File: src/rtl/mhe_pkg.sv
// ----------------------------------------------------------------------------
// MessagePack header encoder package
// Shared codes, sizes and the token entry type used between the front end,
// the token queue and the byte serializer.
// ----------------------------------------------------------------------------
package mhe_pkg;

  // Request function codes.
  typedef enum logic [3:0] {
    FUNC_NIL   = 4'd0,
    FUNC_BOOL  = 4'd1,
    FUNC_SINT  = 4'd2,
    FUNC_UINT  = 4'd3,
    FUNC_F32   = 4'd4,
    FUNC_F64   = 4'd5,
    FUNC_STR   = 4'd6,
    FUNC_BIN   = 4'd7,
    FUNC_ARRAY = 4'd8,
    FUNC_MAP   = 4'd9,
    FUNC_EXT   = 4'd10
  } func_e;

  // Longest token in bytes: prefix plus eight data bytes.
  localparam int unsigned MaxBytes = 9;
  localparam int unsigned CntW     = $clog2(MaxBytes + 1);
  localparam int unsigned BufW     = 8 * MaxBytes;

  // Token queue depth.
  localparam int unsigned QDepth = 2;
  localparam int unsigned QPtrW  = $clog2(QDepth);
  localparam int unsigned QCntW  = $clog2(QDepth + 1);

  // MessagePack format codes.
  localparam logic [7:0] CodeNil     = 8'hc0;
  localparam logic [7:0] CodeFalse   = 8'hc2;
  localparam logic [7:0] CodeTrue    = 8'hc3;
  localparam logic [7:0] CodeBin8    = 8'hc4;
  localparam logic [7:0] CodeBin16   = 8'hc5;
  localparam logic [7:0] CodeBin32   = 8'hc6;
  localparam logic [7:0] CodeExt8    = 8'hc7;
  localparam logic [7:0] CodeExt16   = 8'hc8;
  localparam logic [7:0] CodeExt32   = 8'hc9;
  localparam logic [7:0] CodeFloat32 = 8'hca;
  localparam logic [7:0] CodeFloat64 = 8'hcb;
  localparam logic [7:0] CodeUint8   = 8'hcc;
  localparam logic [7:0] CodeUint16  = 8'hcd;
  localparam logic [7:0] CodeUint32  = 8'hce;
  localparam logic [7:0] CodeUint64  = 8'hcf;
  localparam logic [7:0] CodeInt8    = 8'hd0;
  localparam logic [7:0] CodeInt16   = 8'hd1;
  localparam logic [7:0] CodeInt32   = 8'hd2;
  localparam logic [7:0] CodeInt64   = 8'hd3;
  localparam logic [7:0] CodeFixExt1 = 8'hd4;
  localparam logic [7:0] CodeFixExt2 = 8'hd5;
  localparam logic [7:0] CodeFixExt4 = 8'hd6;
  localparam logic [7:0] CodeFixExt8 = 8'hd7;
  localparam logic [7:0] CodeFixExt16 = 8'hd8;
  localparam logic [7:0] CodeStr8    = 8'hd9;
  localparam logic [7:0] CodeStr16   = 8'hda;
  localparam logic [7:0] CodeArr16   = 8'hdc;
  localparam logic [7:0] CodeMap16   = 8'hde;
  localparam logic [7:0] FixStrBase  = 8'ha0;
  localparam logic [7:0] FixArrBase  = 8'h90;
  localparam logic [7:0] FixMapBase  = 8'h80;

  // One classified token: bytes in stream order, first byte in the top bits.
  typedef struct packed {
    logic [BufW-1:0] bytes;
    logic [CntW-1:0] count;
  } entry_t;

endpackage

File: src/rtl/mhe_front.sv
// ----------------------------------------------------------------------------
// MessagePack header encoder front end
// Holds the compatibility register and turns each accepted request into a
// packed byte string for the token queue.
// ----------------------------------------------------------------------------
module mhe_front (
  input  logic                 clk_i,
  input  logic                 rst_ni,
  input  logic                 cfg_we_i,
  input  logic                 cfg_wdata_i,
  input  logic                 accept_i,
  input  logic [3:0]           func_i,
  input  logic [63:0]          value_i,
  input  logic signed [7:0]    ext_type_i,
  output logic                 push_o,
  output mhe_pkg::entry_t      entry_o
);
  import mhe_pkg::*;

  logic        compat_q, compat_d;
  logic [7:0]  hdr;
  logic [3:0]  dsize;
  logic        ext;
  logic        known;
  logic [31:0] len;
  logic [63:0] v;

  assign v   = value_i;
  assign len = value_i[31:0];

  always_comb begin
    compat_d = cfg_we_i ? cfg_wdata_i : compat_q;
  end

  always_ff @(posedge clk_i or negedge rst_ni) begin
    if (!rst_ni) begin
      compat_q <= 1'b0;
    end else begin
      compat_q <= compat_d;
    end
  end

  // Classification: prefix byte, number of big-endian data bytes, and
  // whether the extension type byte follows.
  always_comb begin
    hdr   = CodeNil;
    dsize = 4'd0;
    ext   = 1'b0;
    known = 1'b1;
    case (func_e'(func_i))
      FUNC_NIL: begin
        hdr = CodeNil;
      end
      FUNC_BOOL: begin
        hdr = v[0] ? CodeTrue : CodeFalse;
      end
      FUNC_SINT, FUNC_UINT: begin
        if (v[63:32] == 32'd0) begin
          if (len <= 32'd127) begin
            hdr = len[7:0];
          end else if (len <= 32'hff) begin
            hdr = CodeUint8;   dsize = 4'd1;
          end else if (len <= 32'hffff) begin
            hdr = CodeUint16;  dsize = 4'd2;
          end else begin
            hdr = CodeUint32;  dsize = 4'd4;
          end
        end else if (func_e'(func_i) == FUNC_UINT) begin
          hdr = CodeUint64; dsize = 4'd8;
        end else if (!v[63]) begin
          hdr = CodeInt64; dsize = 4'd8;
        end else if (&v[63:5]) begin
          // Negative fixint.
          hdr = v[7:0];
        end else if (&v[63:7]) begin
          hdr = CodeInt8;  dsize = 4'd1;
        end else if (&v[63:15]) begin
          hdr = CodeInt16; dsize = 4'd2;
        end else if (&v[63:31]) begin
          hdr = CodeInt32; dsize = 4'd4;
        end else begin
          hdr = CodeInt64; dsize = 4'd8;
        end
      end
      FUNC_F32: begin
        hdr = CodeFloat32; dsize = 4'd4;
      end
      FUNC_F64: begin
        hdr = CodeFloat64; dsize = 4'd8;
      end
      FUNC_STR, FUNC_BIN: begin
        if (func_e'(func_i) == FUNC_BIN && !compat_q) begin
          if (len <= 32'hff) begin
            hdr = CodeBin8;  dsize = 4'd1;
          end else if (len <= 32'hffff) begin
            hdr = CodeBin16; dsize = 4'd2;
          end else begin
            hdr = CodeBin32; dsize = 4'd4;
          end
        end else if (len <= 32'd31) begin
          hdr = FixStrBase | len[7:0];
        end else if (len <= 32'hff && !compat_q) begin
          // Only strings reach here outside compatibility mode.
          hdr = CodeStr8; dsize = 4'd1;
        end else if (len <= 32'hffff) begin
          hdr = CodeStr16; dsize = 4'd2;
        end else begin
          hdr = CodeStr16 + 8'd1; dsize = 4'd4;
        end
      end
      FUNC_ARRAY, FUNC_MAP: begin
        if (len <= 32'd15) begin
          hdr = ((func_e'(func_i) == FUNC_ARRAY) ? FixArrBase : FixMapBase) | len[7:0];
        end else if (len <= 32'hffff) begin
          hdr = (func_e'(func_i) == FUNC_ARRAY) ? CodeArr16 : CodeMap16;
          dsize = 4'd2;
        end else begin
          hdr = ((func_e'(func_i) == FUNC_ARRAY) ? CodeArr16 : CodeMap16) + 8'd1;
          dsize = 4'd4;
        end
      end
      FUNC_EXT: begin
        ext = 1'b1;
        if (len == 32'd1) begin
          hdr = CodeFixExt1;
        end else if (len == 32'd2) begin
          hdr = CodeFixExt2;
        end else if (len == 32'd4) begin
          hdr = CodeFixExt4;
        end else if (len == 32'd8) begin
          hdr = CodeFixExt8;
        end else if (len == 32'd16) begin
          hdr = CodeFixExt16;
        end else if (len <= 32'hff) begin
          hdr = CodeExt8;  dsize = 4'd1;
        end else if (len <= 32'hffff) begin
          hdr = CodeExt16; dsize = 4'd2;
        end else begin
          hdr = CodeExt32; dsize = 4'd4;
        end
      end
      default: begin
        known = 1'b0;
      end
    endcase
  end

  // Pack prefix, data bytes and the optional type byte, first byte on top.
  always_comb begin
    entry_o.bytes = {hdr, 64'd0};
    case (dsize)
      4'd1:    entry_o.bytes[63:56] = v[7:0];
      4'd2:    entry_o.bytes[63:48] = v[15:0];
      4'd4:    entry_o.bytes[63:32] = v[31:0];
      4'd8:    entry_o.bytes[63:0]  = v;
      default: ;
    endcase
    if (ext) begin
      case (dsize)
        4'd0:    entry_o.bytes[63:56] = $unsigned(ext_type_i);
        4'd1:    entry_o.bytes[55:48] = $unsigned(ext_type_i);
        4'd2:    entry_o.bytes[47:40] = $unsigned(ext_type_i);
        default: entry_o.bytes[31:24] = $unsigned(ext_type_i);
      endcase
    end
    entry_o.count = CntW'(4'd1 + dsize + {3'd0, ext});
  end

  assign push_o = accept_i && known;

endmodule

File: src/rtl/mhe_queue.sv
// ----------------------------------------------------------------------------
// MessagePack header encoder token queue
// Small register FIFO between the front end and the byte serializer.
// ----------------------------------------------------------------------------
module mhe_queue (
  input  logic            clk_i,
  input  logic            rst_ni,
  input  logic            push_i,
  input  mhe_pkg::entry_t push_data_i,
  output logic            full_o,
  input  logic            pop_i,
  output mhe_pkg::entry_t pop_data_o,
  output logic            empty_o
);
  import mhe_pkg::*;

  entry_t           mem_q [QDepth];
  logic [QPtrW-1:0] wr_q, wr_d, rd_q, rd_d;
  logic [QCntW-1:0] cnt_q, cnt_d;

  assign full_o     = (cnt_q == QCntW'(QDepth));
  assign empty_o    = (cnt_q == '0);
  assign pop_data_o = mem_q[rd_q];

  always_comb begin
    wr_d  = push_i ? ((wr_q == QPtrW'(QDepth - 1)) ? '0 : wr_q + 1'b1) : wr_q;
    rd_d  = pop_i  ? ((rd_q == QPtrW'(QDepth - 1)) ? '0 : rd_q + 1'b1) : rd_q;
    cnt_d = cnt_q + QCntW'(push_i) - QCntW'(pop_i);
  end

  always_ff @(posedge clk_i or negedge rst_ni) begin
    if (!rst_ni) begin
      wr_q  <= '0;
      rd_q  <= '0;
      cnt_q <= '0;
    end else begin
      wr_q  <= wr_d;
      rd_q  <= rd_d;
      cnt_q <= cnt_d;
    end
  end

  always_ff @(posedge clk_i) begin
    if (push_i) begin
      mem_q[wr_q] <= push_data_i;
    end
  end

endmodule

File: src/rtl/mhe_back.sv
// ----------------------------------------------------------------------------
// MessagePack header encoder byte serializer
// Loads one token from the queue and shifts it out one byte per cycle.
// ----------------------------------------------------------------------------
module mhe_back (
  input  logic            clk_i,
  input  logic            rst_ni,
  input  logic            empty_i,
  input  mhe_pkg::entry_t entry_i,
  output logic            pop_o,
  output logic            out_strobe_o,
  output logic [7:0]      out_byte_o,
  output logic            last_o
);
  import mhe_pkg::*;

  logic [BufW-1:0] sh_q, sh_d;
  logic [CntW-1:0] cnt_q, cnt_d;

  // A new token is loaded in the cycle that shows the last byte of the
  // previous one, so bytes leave without gaps.
  assign pop_o = !empty_i && (cnt_q <= CntW'(1));

  always_comb begin
    sh_d  = sh_q;
    cnt_d = cnt_q;
    if (pop_o) begin
      sh_d  = entry_i.bytes;
      cnt_d = entry_i.count;
    end else if (cnt_q != '0) begin
      sh_d  = {sh_q[BufW-9:0], 8'd0};
      cnt_d = cnt_q - 1'b1;
    end
  end

  always_ff @(posedge clk_i or negedge rst_ni) begin
    if (!rst_ni) begin
      cnt_q <= '0;
    end else begin
      cnt_q <= cnt_d;
    end
  end

  always_ff @(posedge clk_i) begin
    sh_q <= sh_d;
  end

  assign out_strobe_o = (cnt_q != '0);
  assign out_byte_o   = sh_q[BufW-1 -: 8];
  assign last_o       = (cnt_q == CntW'(1));

  a_cnt_range : assert property (@(posedge clk_i) disable iff (!rst_ni)
    cnt_q <= CntW'(MaxBytes))
    else $error("serializer byte count out of range");

  a_token_contiguous : assert property (@(posedge clk_i) disable iff (!rst_ni)
    (out_strobe_o && !last_o) |=> out_strobe_o)
    else $error("token bytes not contiguous");

  a_no_load_midtoken : assert property (@(posedge clk_i) disable iff (!rst_ni)
    pop_o |-> (!out_strobe_o || last_o))
    else $error("token loaded while previous token still shifting");

endmodule

File: src/rtl/msgpack_header_encoder.sv
// ----------------------------------------------------------------------------
// MessagePack header encoder
// Encodes one MessagePack token request per start into its big-endian byte
// string, one byte per cycle, the final byte flagged by last_o.
// ----------------------------------------------------------------------------
// Usage:
//   A request (func_i, value_i, ext_type_i) is taken at a rising edge where
//   start is high and busy is low. Requests with an unknown func code are
//   taken and dropped without any output.
//   Each encoded byte shows on out_byte_o for exactly one cycle with
//   out_strobe_o high; last_o marks the final byte of the token. The receiver
//   cannot stall the byte stream, so it must take every strobed byte.
//   A token is 1 to 9 bytes long and leaves at one byte per cycle while
//   the queue holds tokens; the serializer loads the next token while the
//   last byte of the previous one shows. When the serializer is idle, a taken
//   request is written to the queue and then loaded before its first byte.
//   A two-entry token queue sits between the classifier and the serializer,
//   so requests are taken while earlier tokens are still going out; busy is
//   high only while that queue is full.
//   cfg_we_i writes compat_mode from cfg_wdata_i; write it only while no
//   token is pending. Reset clears compat_mode, empties the queue and stops
//   the serializer.
// ----------------------------------------------------------------------------
module msgpack_header_encoder (
  input  logic              clk_i,
  input  logic              rst_ni,
  input  logic              cfg_we_i,
  input  logic              cfg_wdata_i,
  input  logic              start,
  output logic              busy,
  input  logic [3:0]        func_i,
  input  logic [63:0]       value_i,
  input  logic signed [7:0] ext_type_i,
  output logic              out_strobe_o,
  output logic [7:0]        out_byte_o,
  output logic              last_o
);
  import mhe_pkg::*;

  logic   accept;
  logic   push;
  logic   full;
  logic   pop;
  logic   empty;
  entry_t push_entry;
  entry_t pop_entry;

  // A request is taken whenever the queue has room.
  assign busy   = full;
  assign accept = start && !full;

  // Front end: compatibility register and request classification.
  mhe_front u_front (
    .clk_i       (clk_i),
    .rst_ni      (rst_ni),
    .cfg_we_i    (cfg_we_i),
    .cfg_wdata_i (cfg_wdata_i),
    .accept_i    (accept),
    .func_i      (func_i),
    .value_i     (value_i),
    .ext_type_i  (ext_type_i),
    .push_o      (push),
    .entry_o     (push_entry)
  );

  // Token queue decouples classification from byte output.
  mhe_queue u_queue (
    .clk_i       (clk_i),
    .rst_ni      (rst_ni),
    .push_i      (push),
    .push_data_i (push_entry),
    .full_o      (full),
    .pop_i       (pop),
    .pop_data_o  (pop_entry),
    .empty_o     (empty)
  );

  // Back end: shifts each token out a byte per cycle.
  mhe_back u_back (
    .clk_i        (clk_i),
    .rst_ni       (rst_ni),
    .empty_i      (empty),
    .entry_i      (pop_entry),
    .pop_o        (pop),
    .out_strobe_o (out_strobe_o),
    .out_byte_o   (out_byte_o),
    .last_o       (last_o)
  );

endmodule

File: config.mk
export PLATFORM = sky130hd
export DESIGN_NAME = msgpack_header_encoder
export DESIGN_NICKNAME = d
export VERILOG_FILES = /design/src/rtl/mhe_pkg.sv /design/src/rtl/mhe_front.sv /design/src/rtl/mhe_queue.sv /design/src/rtl/mhe_back.sv /design/src/rtl/msgpack_header_encoder.sv
export SDC_FILE = /design/constraint.sdc
export NUM_CORES = 1
export LEC_CHECK = 0
export BUFFER_PORTS_ARGS = -buffer_cell sky130_fd_sc_hd__buf_2
export CAP_MARGIN = 10
export CELL_PAD_IN_SITES_DETAIL_PLACEMENT = 2
export CELL_PAD_IN_SITES_GLOBAL_PLACEMENT = 2
export CORE_MARGIN = 4
export CORE_UTILIZATION = 38
export DETAILED_ROUTE_END_ITERATION = 16
export PLACE_DENSITY_LB_ADDON = 0.1
export RECOVER_POWER = 100
export REMOVE_ABC_BUFFERS = 1
export SLEW_MARGIN = 20
export SYNTH_ARGS = -nofsm -noshare
export SYNTH_HDL_FRONTEND = slang
export SYNTH_SLANG_ARGS = --single-unit
export TNS_END_PERCENT = 10
File: constraint.sdc
create_clock -name clk_i -period 4.05 [get_ports clk_i]
set_input_delay 0.81 -clock clk_i [delete_from_list [all_inputs] [get_ports clk_i]]
set_output_delay 0.81 -clock clk_i [all_outputs]
set_load 0.02 [all_outputs]
==> results.md <==
* R2R depth at 5
* Synth Area per Inst at around 13 sq um
* Slowest cell on the critical path: a21oi_1
* Met3 usage at ~3.4%
* First-pass GRT wire length at ~58000 um
* Top_reg_cell synth: edfxtp_1
* Detail Route Antenna Nets at 0
* Clk root buf: clkbuf_16
* Library cells used by synthesis at 69
* Status: complete, but fails checks
* R2r startpoint: u_back.cnt_q[0]
* Hold slack at 0.223 ns
* Post-DP HPWL at around 27000 um
* Failing checks: capacitance limit, slew limit
* Total gr overflow at 0
* Die Ht at 178 um
* Routed WL per cell at between 20 and 30 um
* Max-Cap Viols at 2
* Grt peak-use layer: met2
* Yosys top cell area share at 61.0%
* Routed vias at between 7k and 8k
* CTS max path bufs at 3
* Die area at between 0.03 and 0.04 sq mm
* Final worst slack at roughly 0.51 ns
* Starting density of the core at 38.4%
* Most frequent cell after synthesis: edfxtp_1
* Synth async-reset ratio at around 3.9%
* Worst Path Required at between 4 and 5 ns
* H-tree Lvls at 1
* Arrival time at the worst endpoint at approximately 3.9 ns
* Sequential share of the synthesized area at 63.0%
* Initial DRC count at 595
* TNS Setup at 0 ns
* Cts hold-fix bufs at 0
* Setup slack at placement at between 0.3 and 0.4 ns
* Area contributors post-synth: edfxtp_1, mux2i_1, o21ai_0
* Final setup vio count at 0
* Final Cycle Share at ~87%
* Final Hold Fails at 0
* Mapped Area at ~0.011 sq mm
* 1st-pass router iterations at 6
* R2r endpoint: u_back.sh_q[59]
* Largest net degree at the start of global routing at 50
* Power per Cell Area at ~620 mW/mm^2
* M2 GR Usage at 41.7%
* Fin crit period at approximately 3.5 ns
* Die width at about 180 um
* IO Port Bufs at between 90 and 100
* HP Class: primary input to asynchronous set/reset pin
* Routability cong. at 0.888
* Fin. max-slew vios at 86
* Yosys warns at 0
* Leak at between 0.004 and 0.005 uW
* PostCTS Resize Cnt at 0
* Clk sinks at around 230
* Post-synthesis cell count at 877
* Number of global-route vias before repair at around 8.8k
* Max Freq at ~0.28 GHz
* Area delta synth->final at 14.3%
* Clk_skew at 0.0166 ns
* GR Util met1 at between 30% and 40%
* Clk slew on worst S/H paths at approximately 0.06 ns
* VDD IR-drop max at 0.607 mV
* CTS tree: done
* Crit end category: flop
* Max_slew headroom at -2.82%
* Synth cell count leaders: edfxtp_1, nand2_1, o21ai_0, mux2i_1, inv_1
* CTS buffer count at 27
* Peak fanout along the critical path at 22
* Total Wirelength at ~39000 um
* Synth area leader: edfxtp_1
* Layout cells sized above 1 at ~16%
* Core Footprint at approximately 0.029 sq mm
* Clk_lat worst skew at approximately 0.55 ns
* Seq cells post-synth at about 230
* Largest stage delay, worst path at 0.56 ns
* Worst slew pin tran at ~1.5 ns
* Ports at 92
* # DRC at 0
* Post-CTS Setup Bufs at 0
* Placed cell count at ~1.3k
* CP Class: primary input to flop
* Routed vias/inst at ~5.9
* Final net count at 1046
* Cells along the critical path: clkbuf_1 -> inv_1 -> nor2_1 -> nand3_1 -> a21oi_1 -> or2_0 -> buf_4 -> a22oi_1 -> nand2_1
* Unrepaired setup endpoints after global routing: false
* Setup crit start kind: primary input
* Initial antenna violation count at 1
* Reg2Reg Setup Slack at between 0.8 and 0.9 ns
* Cell Rows at 62
* Non-Filler Instances at 1365
* Tot GR Track Use at about a quarter
* EDFF count, synth at 224
-- state kept, by name, summed over array words and instances (netlist names) --
name,cells
u_back.cnt_q,4
u_back.sh_q,72
u_front.compat_q,1
u_queue.cnt_q,2
u_queue.mem_q,152
u_queue.rd_q,1
u_queue.wr_q,1
-- how the worst max path moves through the flow --
| stage | start | endpoint | slack, ns | cells after the start |
|---|---|---|---|---|
| floorplan | u_back.cnt_q[0] | u_queue.cnt_q[1] | -3.73 | 9 |
| global placement | func_i[2] | u_queue.mem_q[1][57] | 0.47 | 9 |
| detailed placement | value_i[20] | u_queue.mem_q[0][51] | 0.37 | 8 |
| CTS | value_i[20] | u_queue.mem_q[0][51] | 0.88 | 8 |
| global route | func_i[1] | u_queue.mem_q[0][57] | 0.46 | 9 |
| finish | func_i[1] | u_queue.mem_q[0][57] | 0.51 | 9 |
-- per-stage QoR --
step / utilization [%] / total power (uW) / cell area (sq um)
floorplan: - / 4850 / 10700
global placement: 41.4 / 5460 / 11900
detailed placement: 41.4 / 5610 / 11900
CTS: 44.2 / 7920 / 12700
global route: 43.9 / 8200 / 12600
finish: 43.9 / 7790 / 12600
-- where the power goes --
part	switching, uW	total, uW	internal [uW]
clock	983	2270	1290
combinational	1200	1790	586
sequential	324	3730	3410
-- layout by cell type (no fill, tap or decap), types with 6 or more instances in the layout --
cell / Yosys / layout
nand3_1: 12 / 12
clkbuf_16: 0 / 27
nor3_1: 7 / 7
o21ai_0: 89 / 89
a21o_1: 11 / 11
nand4_1: 25 / 25
dfrtp_1: 9 / 8
clkbuf_1: 32 / 25
a22oi_1: 25 / 25
nor4_1: 15 / 15
buf_4: 9 / 13
a22o_1: 17 / 17
nand2_1: 101 / 102
a21oi_1: 10 / 10
ha_1: 6 / 6
buf_2: 8 / 77
edfxtp_1: 224 / 224
clkinv_2: 0 / 9
nor2_1: 29 / 28
o211ai_1: 9 / 9
a222oi_1: 8 / 8
mux2i_1: 76 / 76
inv_1: 33 / 32
and2_0: 0 / 27
-- logic make-up after synthesis --
family / after synthesis / synth area share (%)
simple gates: 251 / 12.0
buf+inv: 96 / 4.00
flops: 233 / 63.0
mux: 76 / 6.90
compound gates: 205 / 12.5
xor+xnor: 10 / 0.862
fa+ha+maj: 6 / 0.680
-- worst max-delay path: cells and delay by family --
| kind | cells | cell delay, ns |
|---|---|---|
| simple gates | 4 | 1.08 |
| buf+inv | 3 | 1.27 |
| compound gates | 2 | 0.75 |
-- cell type report --
type | count | area [sq um]
clock buffer | 33 | 698
clock inverter | 17 | 114
multi-input combinational | 548 | 3650
inverter | 35 | 133
antenna | 1 | 2.50
sequential | 233 | 6960
timing repair buffer | 114 | 579
tap | 384 | 480
fill | 2911 | 16100
-- routing by layer --
metal	routed length [um]	vias to the layer above
li1	-	3518
met1	16800	4184
met2	19100	229
met3	1930	64
met4	1220	0
met5	0	-
Power figures use the tool's default switching activity.
